[config.mk]
export PLATFORM = sky130hd
export DESIGN_NAME = brs_alu
export DESIGN_NICKNAME = d
export VERILOG_FILES = /design/src/rtl/core/brs_pkg.sv /design/src/rtl/core/brs_alu.sv
export SDC_FILE = /design/constraint.sdc
export NUM_CORES = 2
export LEC_CHECK = 0
export BUFFER_PORTS_ARGS = -buffer_cell sky130_fd_sc_hd__buf_4
export CAP_MARGIN = 0
export CORE_MARGIN = 10
export CORE_UTILIZATION = 59
export CTS_BUF_LIST = sky130_fd_sc_hd__clkbuf_4 sky130_fd_sc_hd__clkbuf_8
export CTS_CLUSTER_DIAMETER = 60
export DETAILED_ROUTE_END_ITERATION = 7
export GPL_TIMING_DRIVEN = 0
export PLACE_DENSITY = 0.74
export SYNTH_ARGS = -nofsm -noshare
export SYNTH_HDL_FRONTEND = slang
export SYNTH_SLANG_ARGS = --single-unit
[constraint.sdc]
create_clock -name clk -period 17.5 [get_ports clk]
set_input_delay 0 -clock clk [delete_from_list [all_inputs] [get_ports clk]]
set_output_delay 0 -clock clk [all_outputs]
set_load 0.05 [all_outputs]
[src/rtl/core/brs_pkg.sv]
// Shared types and default sizes for the Brent-Dekker root step block.
// No dependencies; imported by brs_alu and brent_root_step.
package brs_pkg;

  localparam int VALUE_WIDTH_D   = 48;
  localparam int FRACTION_BITS_D = 32;
  // multiplier bits consumed per cycle by the shared multiply
  localparam int MUL_CHUNK       = 16;

  typedef enum logic [1:0] {
    ALU_ADD,
    ALU_SUB,
    ALU_MUL,
    ALU_DIV
  } alu_op_t;

  typedef struct packed {
    logic    start;
    alu_op_t op;
  } alu_req_t;

  typedef struct packed {
    logic done;
    logic sat;
  } alu_rsp_t;

endpackage

[src/rtl/core/brs_alu.sv]
// Shared saturating fixed-point unit: add, subtract, chunked multiply, restoring divide.
// Depends on brs_pkg.
module brs_alu import brs_pkg::*; #(
  parameter int W = VALUE_WIDTH_D,
  parameter int F = FRACTION_BITS_D
) (
  input  logic                clk,
  input  logic                rst_n,
  input  alu_req_t            req,
  input  logic signed [W-1:0] op_x,
  input  logic signed [W-1:0] op_y,
  output alu_rsp_t            rsp,
  output logic signed [W-1:0] res
);

  localparam int NCH = (W + MUL_CHUNK - 1) / MUL_CHUNK;
  localparam int MYW = NCH * MUL_CHUNK;
  localparam int PW  = W + MYW;
  localparam int VW  = PW + 1;
  localparam int NW  = W + F;
  localparam int CW  = $clog2(NW + 1);

  typedef enum logic [2:0] {S_IDLE, S_MUL, S_MRND, S_DIV, S_DRND, S_FIN} st_t;

  st_t                st_r;
  logic               done_r, sat_r, neg_r;
  logic signed [W-1:0] res_r;
  logic [VW-1:0]      val_r;
  logic [W-1:0]       mx_r;
  logic [MYW-1:0]     my_r;
  logic [NW-1:0]      num_r, q_r;
  logic [W:0]         rem_r;
  logic [CW-1:0]      cnt_r;

  logic [W-1:0]              mag_x, mag_y;
  logic signed [W:0]         sum;
  logic                      sum_ovf;
  logic                      done_nxt;
  logic [W+MUL_CHUNK-1:0]    pp;
  logic [W:0]                rsh, twice;
  logic                      fits;
  logic [VW-1:0]             limv, rnd;
  logic [W-1:0]              mg;
  logic signed [W-1:0]       vmax, vmin;

  // operand magnitudes and the saturating add / subtract
  always_comb begin
    vmax    = {1'b0, {(W-1){1'b1}}};
    vmin    = {1'b1, {(W-1){1'b0}}};
    mag_x   = op_x[W-1] ? W'(-op_x) : W'(op_x);
    mag_y   = op_y[W-1] ? W'(-op_y) : W'(op_y);
    sum     = (req.op == ALU_SUB) ? ({op_x[W-1], op_x} - {op_y[W-1], op_y})
                                  : ({op_x[W-1], op_x} + {op_y[W-1], op_y});
    sum_ovf = sum[W] != sum[W-1];
    // pulse done: add, subtract and divide by zero at once, the rest after S_FIN
    done_nxt = (st_r == S_FIN) ||
               (st_r == S_IDLE && req.start && (req.op != ALU_MUL) &&
                (req.op != ALU_DIV || op_y == '0));
  end

  // one multiply chunk, one divide bit, rounding and clamp
  always_comb begin
    pp    = {{MUL_CHUNK{1'b0}}, mx_r} * {{W{1'b0}}, my_r[MYW-1 -: MUL_CHUNK]};
    rsh   = {rem_r[W-1:0], num_r[NW-1]};
    fits  = rsh >= {1'b0, mx_r};
    twice = {rem_r[W-1:0], 1'b0};
    rnd   = val_r + (VW'(1) << (F - 1));
    limv  = (VW'(1) << (W - 1)) - VW'(1) + VW'(neg_r);
    mg    = (val_r > limv) ? limv[W-1:0] : val_r[W-1:0];
  end

  always_ff @(posedge clk) begin
    if (!rst_n) begin
      st_r   <= S_IDLE;
      done_r <= 1'b0;
      sat_r  <= 1'b0;
    end else begin
      done_r <= done_nxt;
      case (st_r)
        S_IDLE: begin
          if (req.start) begin
            neg_r <= op_x[W-1] ^ op_y[W-1];
            mx_r  <= (req.op == ALU_DIV) ? mag_y : mag_x;
            case (req.op)
              ALU_ADD, ALU_SUB: begin
                res_r  <= sum_ovf ? (sum[W] ? vmin : vmax) : sum[W-1:0];
                sat_r  <= sum_ovf;
              end
              ALU_MUL: begin
                my_r  <= MYW'(mag_y);
                val_r <= '0;
                cnt_r <= CW'(NCH - 1);
                st_r  <= S_MUL;
              end
              default: begin
                if (op_y == '0) begin
                  // divide by zero: zero over zero gives zero, else the signed limit
                  res_r  <= (op_x == '0) ? '0 : (op_x[W-1] ? vmin : vmax);
                  sat_r  <= 1'b1;
                end else begin
                  num_r <= {mag_x, {F{1'b0}}};
                  rem_r <= '0;
                  q_r   <= '0;
                  cnt_r <= CW'(NW - 1);
                  st_r  <= S_DIV;
                end
              end
            endcase
          end
        end
        S_MUL: begin
          val_r <= (val_r << MUL_CHUNK) + VW'(pp);
          my_r  <= my_r << MUL_CHUNK;
          cnt_r <= cnt_r - 1'b1;
          if (cnt_r == '0) st_r <= S_MRND;
        end
        S_MRND: begin
          val_r <= rnd >> F;
          st_r  <= S_FIN;
        end
        S_DIV: begin
          rem_r <= fits ? (rsh - {1'b0, mx_r}) : rsh;
          q_r   <= {q_r[NW-2:0], fits};
          num_r <= num_r << 1;
          cnt_r <= cnt_r - 1'b1;
          if (cnt_r == '0) st_r <= S_DRND;
        end
        S_DRND: begin
          // round half away from zero on the remainder
          val_r <= VW'(q_r) + VW'(twice >= {1'b0, mx_r});
          st_r  <= S_FIN;
        end
        S_FIN: begin
          res_r  <= neg_r ? W'(-mg) : mg;
          sat_r  <= val_r > limv;
          st_r   <= S_IDLE;
        end
        default: st_r <= S_IDLE;
      endcase
    end
  end

  assign rsp.done = done_r;
  assign rsp.sat  = sat_r;
  assign res      = res_r;

endmodule

== After elaboration in Yosys (flattened, before gate mapping) ==
Index checks and enable logic that the tools add are counted.
W data, S select, Z words.

* Bitwise gates (word level): 1
* Multiply operators: 1
* Reductions and logical operators: 27
* Add/subtract/negate cells: 11
* Multiplexer cells: 47
* Equality and inequality tests: 21
* Magnitude comparators: 3

{| class="wikitable"
|+ Operators with widths
! kind !! count
|-
| $mux W48 || 17
|-
| $mux W80 || 6
|-
| $pmux W97 S4 || 1
|-
| $pmux W48 S2 || 4
|-
| $pmux W80 S2 || 2
|-
| $mux W97 || 2
|-
| $neg A48 Y48 || 3
|-
| $ge A49 B48 Y1 || 2
|-
| $add A97 B32 Y97 const B || 1
|-
| $add A97 B64 Y97 || 1
|-
| $gt A97 B48 Y1 || 1
|-
| $logic_not A48 Y1 || 2
|-
| $add A80 B1 Y81 || 1
|-
| $mul A48 B16 Y64 || 1
|-
| $add A48 B48 Y49 || 1
|-
| $mux W49 || 1
|-
| $sub A48 B48 Y49 || 1
|-
| $add A47 B1 Y48 const A || 1
|-
| $sub A48 B48 Y48 || 1
|-
| $pmux W7 S2 || 2
|-
| $reduce_and A5 Y1 || 4
|-
| $ne A2 B2 Y1 const B || 9
|-
| $mux W7 || 2
|-
| $mux W3 || 4
|-
| 26 further kinds || 41
|}

* Flip-flop bits (word level): 462
* Logic and storage cells: 123

== Longest topological paths before layout ==
* Depth in word-level cells: 7
* Depth in mapped cells: 28
* Depth with buffers taken out: 24

== Worst setup path after synthesis ==
OpenSTA, ideal clock, no wires.

* Path kind: register to register
* Start: register st_r[0]
* End: register num_r[32] (enable)
* Period minus slack after synthesis: 10.474 ns
* Data required time: 16.729 ns
* Data arrival time: 9.703 ns
* Setup slack: 7.026 ns
* Buffers on the path: 3
* Stages on the path, launching flop included: 7
* Cell sequence: dfxtp_1 -> clkbuf_1 -> nor2b_1 -> nand2_1 -> clkbuf_1 -> clkbuf_1 -> a21oi_1

* Cells in the longest elaborated chain, start to end: 3
* Elaborated cells between the ends (all ways): 7
* Classes of those cells: eq/ne: 4; reduce/logical: 3

{| class="wikitable"
|+ RTL lines
! item !! line !! text
|-
| from (decl) || brs_alu.sv:25 || <nowiki>st_t st_r;</nowiki>
|-
| from (signal assigned) || brs_alu.sv:74 || <nowiki>st_r <= S_IDLE;</nowiki>
|-
| from (signal assigned) || brs_alu.sv:93 || <nowiki>st_r <= S_MUL;</nowiki>
|-
| from (signal assigned) || brs_alu.sv:105 || <nowiki>st_r <= S_DIV;</nowiki>
|-
| $logic_not A3 Y1 / $eq A3 B2 Y1 (equally long branches) || brs_alu.sv:79 || <nowiki>case (st_r)</nowiki>
|-
| $ne A2 B2 Y1 (no source line) / $reduce_bool A2 Y1 (equally long branches) || - ||
|-
| $reduce_and A5 Y1 (no source line) * || - ||
|-
| to (signal assigned) || brs_alu.sv:101 || <nowiki>num_r <= {mag_x, {F{1'b0}}};</nowiki>
|-
| to (signal assigned) || brs_alu.sv:124 || <nowiki>num_r <= num_r << 1;</nowiki>
|-
| to (decl) || brs_alu.sv:31 || <nowiki>logic [NW-1:0] num_r, q_r;</nowiki>
|}

Mark *: on every way between the ends. The rest lies on a longest branch, timed or not.
A chain may end at the register's enable or synchronous reset.

== Worst setup path after layout ==
* Start: register my_r[40]
* End: register val_r[95], data pin

* Cells in the longest elaborated chain, start to end: 3

{| class="wikitable"
|+ RTL lines
! item !! line !! text
|-
| from (decl) || brs_alu.sv:30 || <nowiki>logic [MYW-1:0] my_r;</nowiki>
|-
| from (signal assigned) || brs_alu.sv:90 || <nowiki>my_r <= MYW'(mag_y);</nowiki>
|-
| from (signal assigned) || brs_alu.sv:113 || <nowiki>my_r <= my_r << MUL_CHUNK;</nowiki>
|-
| $mul A48 B16 Y64 || brs_alu.sv:63 || <nowiki>pp = {{MUL_CHUNK{1'b0}}, mx_r} * {{W{1'b0}}, my_r[MYW-1 -: MUL_CHUNK]};</nowiki>
|-
| $add A97 B64 Y97 || brs_alu.sv:112 || <nowiki>val_r <= (val_r << MUL_CHUNK) + VW'(pp);</nowiki>
|-
| $pmux W97 S4 || brs_alu.sv:79 ||
|-
| to (signal assigned) || brs_alu.sv:112 ||
|-
| to (signal assigned) || brs_alu.sv:118 || <nowiki>val_r <= rnd >> F;</nowiki>
|-
| to (signal assigned) || brs_alu.sv:130 || <nowiki>val_r <= VW'(q_r) + VW'(twice >= {1'b0, mx_r});</nowiki>
|-
| to (decl) || brs_alu.sv:28 || <nowiki>logic [VW-1:0] val_r;</nowiki>
|}

No other way between the ends.

==> out/metrics.cfg <==
[layout]
final_common_cell = inv_1
area_growth_syn_to_layout_pct = 10.3
n_fill_cell = 8228
drive_gt1_frac = 0.0485
final_area_um2 = 64200
final_nets = 8112
mostFrequentLayoutCells = inv_1, nand2_1, fa_1, edfxtp_1, clkbuf_1

[synth]
synth-warning-count = 0
synth_area_per_cell_um2 = 8.75
synth-edff-count = 425
synth_area_um2 = 58200
synthArstFlopShare = 0
synth.distinct_cells = 86
synth-main-ff-cell = edfxtp_1
ys_seq_elements = 430
yosysSeqAreaShare = 0.221
synth_top_cell_by_area = fa_1
synthTopCellsByArea = fa_1, edfxtp_1, ha_1
syn_nets = 7747
netlist_instances = 6649
synth_top_area_share = 0.238

[worst_setup_path]
crit_fanout = 10
crit_top_cell = fa_1
cp-end-kind = flop
rr_worst_depth = 24
cp_cell_sequence = clkbuf_1 > clkbuf_1 > nand2_1 > fa_1 > fa_1 > fa_1 > inv_1 > fa_1 > fa_1 > inv_1 > fa_1 > inv_1 > ha_1 > clkbuf_1 > nand4_1 > or4_1 > o31ai_1 > o211ai_1 > a2111oi_2 > nor4_2 > buf_4 > clkbuf_1 > o311ai_0 > nand2_1
slowest_delay_ps = 1020
rrSetupSlack_ps = 7170
worstPathRequired_ps = 17980
cp_data_arrival_time_ps = 10810
crit_family = adder cells
critPathSlowestCell = clkbuf_1
path_class = flop to flop
crit_path_start_kind = flop
critPathBufInv = 8
r2r_start = my_r[40]
r2r-end = val_r[95]

[detailed_routing]
via_count = 54432
drtIter0Drc = 7379
drc = 0
wl_per_cell_um = 28.8
detail-route-antenna-nets = 0
routed_wl_mm = 241
dr.pass1.iters = 6
post_drt_via_cell_ratio = 6.49

[run_status]
violations = capacitance limit, slew limit
status = complete, but fails checks

[floorplan]
die_y_um = 334
core_area_um2 = 98100
start_util = 0.593
die_x_um = 334
rows = 115
die-area_um2 = 112000
design.portCount = 151

[global_routing]
grt_max_degree = 36
overflow = 0
grt_pass1_wl_mm = 351
grt_pass1_vias = 53627
grt_usage = 0.427
antenna_found_initial = 23

[clocking]
root_buffer = clkbuf_8
cts_made_buffers = 80
clockBufferDepth = 3
post_cts_buffers = 0
htreeDepth = 3
clock_latency_ps = 770
cts_tree = yes
clkSlewWorstSetupHoldPaths_ps = 60
cts.sinks = 430
cts_resized = 0

[sta]
max_slew_margin = -0.0184
hold_viol_final = 0
tightestPinTransition_ps = 1530
max_freq_ghz = 0.0968
finalCriticalPeriod_ps = 10330
slew_violations = 12
setup_violations = 0
skew_ps = 56.6
fin_crit_sh = 0.590
rsz0062_at_grt = false
tns_ps = 0

[job]
cap_violations = 2

[min_path]
hold_depth = 3
hold_start = op_y[38]
min_to = my_r[38]
hp-class = input port to flop

[placed_design]
place_hpwl_mm = 193
dpl_cell_area_um2 = 61300
place_congestion = 1.05
io_buffer_count = 144

==> synth_stat cells (all sizes together), types with 49 or more instances <==
master and instances:
clkbuf 349, a22oi 53, nand3 147, nor3 80
nand4 95, o21ai 247, fa 692, xor2 246
or3 49, mux2i 54, nand2 869, edfxtp 425
nor2 330, and2 332, a21oi 340, and3 125
inv 978, a21o 142, xnor2 193, ha 305
==> sequential cells by signal (all words and copies together) (netlist names) <==
| signal | cells |
|---|---|
| done_r | 1 |
| st_r | 3 |
| q_r | 80 |
| neg_r | 1 |
| val_r | 97 |
| mx_r | 48 |
| my_r | 48 |
| res | 48 |
| rem_r | 48 |
| num_r | 48 |
| sat_r | 1 |
| cnt_r | 7 |
==> through the flow <==
stage	util	setup WS, ps	instances	hold slack, ps
floorplan	-	7030	6649	122
global route	0.654	7050	8369	128
finish	0.654	7170	8386	87.8
global placement	0.621	1520	8080	276
detailed placement	0.624	7530	8095	268
CTS	0.654	7510	8363	42.3
==> routing by layer <==
| layer | global-route usage | routed length, µm | up-vias |
|---|---|---|---|
| met1 | 0.537 | 86200 | 26428 |
| met4 | 0.280 | 19700 | 12 |
| met5 | 0 | 106 | - |
| li1 | - | - | 22793 |
| met2 | 0.631 | 102000 | 4166 |
| met3 | 0.132 | 33200 | 1033 |
==> cell families after synthesis <==
logic type | synth area share
buf+inv | 0.0876
compound gates | 0.125
flops | 0.221
simple gates | 0.187
fa+ha+maj | 0.304
mux | 0.00967
xor+xnor | 0.0662
==> timing repair <==
item | 4_1_cts | 5_1_grt
endpoints found under the setup margin | 0 | 0
hold endpoints to repair | 194 | 0
hold buffers | 124 | 0
==> worst reg2reg max path, cell delays in order (launching register included) <==
cell,delay [ps]
edfxtp_1,420
clkbuf_1,960
clkbuf_1,1030
nand2_1,190
fa_1,490
fa_1,440
fa_1,560
inv_1,50
fa_1,500
fa_1,560
inv_1,70
fa_1,530
inv_1,40
ha_1,260
clkbuf_1,270
nand4_1,200
or4_1,560
o31ai_1,590
o211ai_1,360
a2111oi_2,860
nor4_2,120
buf_4,230
clkbuf_1,280
o311ai_0,420
nand2_1,90
==> how the worst max path moves through the flow <==
stage               startpoint         to  slack, ps  cells after the start
floorplan              st_r[0]  num_r[32]       7030                      6
global placement       st_r[0]  rem_r[11]       1520                      6
detailed placement    my_r[40]  val_r[91]       7530                     24
CTS                   my_r[40]  val_r[95]       7510                     24
global route          my_r[40]  val_r[91]       7050                     24
finish                my_r[40]  val_r[95]       7170                     24
==> area by class of cell <==
type / instances / area, µm² / area share
Multi-Input combinational cell: 4867 / 40300 / 0.628
Sequential cell: 430 / 12900 / 0.200
Inverter: 978 / 3670 / 0.0572
Timing Repair Buffer: 283 / 2630 / 0.0409
Tap cell: 1287 / 1610 / 0.0251
Buffer: 374 / 1430 / 0.0223
Clock buffer: 105 / 1310 / 0.0205
Clock inverter: 39 / 338 / 0.00526
Antenna cell: 23 / 57.6 / 0.000896
Power is not shown: default switching activity piles up to over one toggle a cycle in this logic, so the estimate is an artifact.
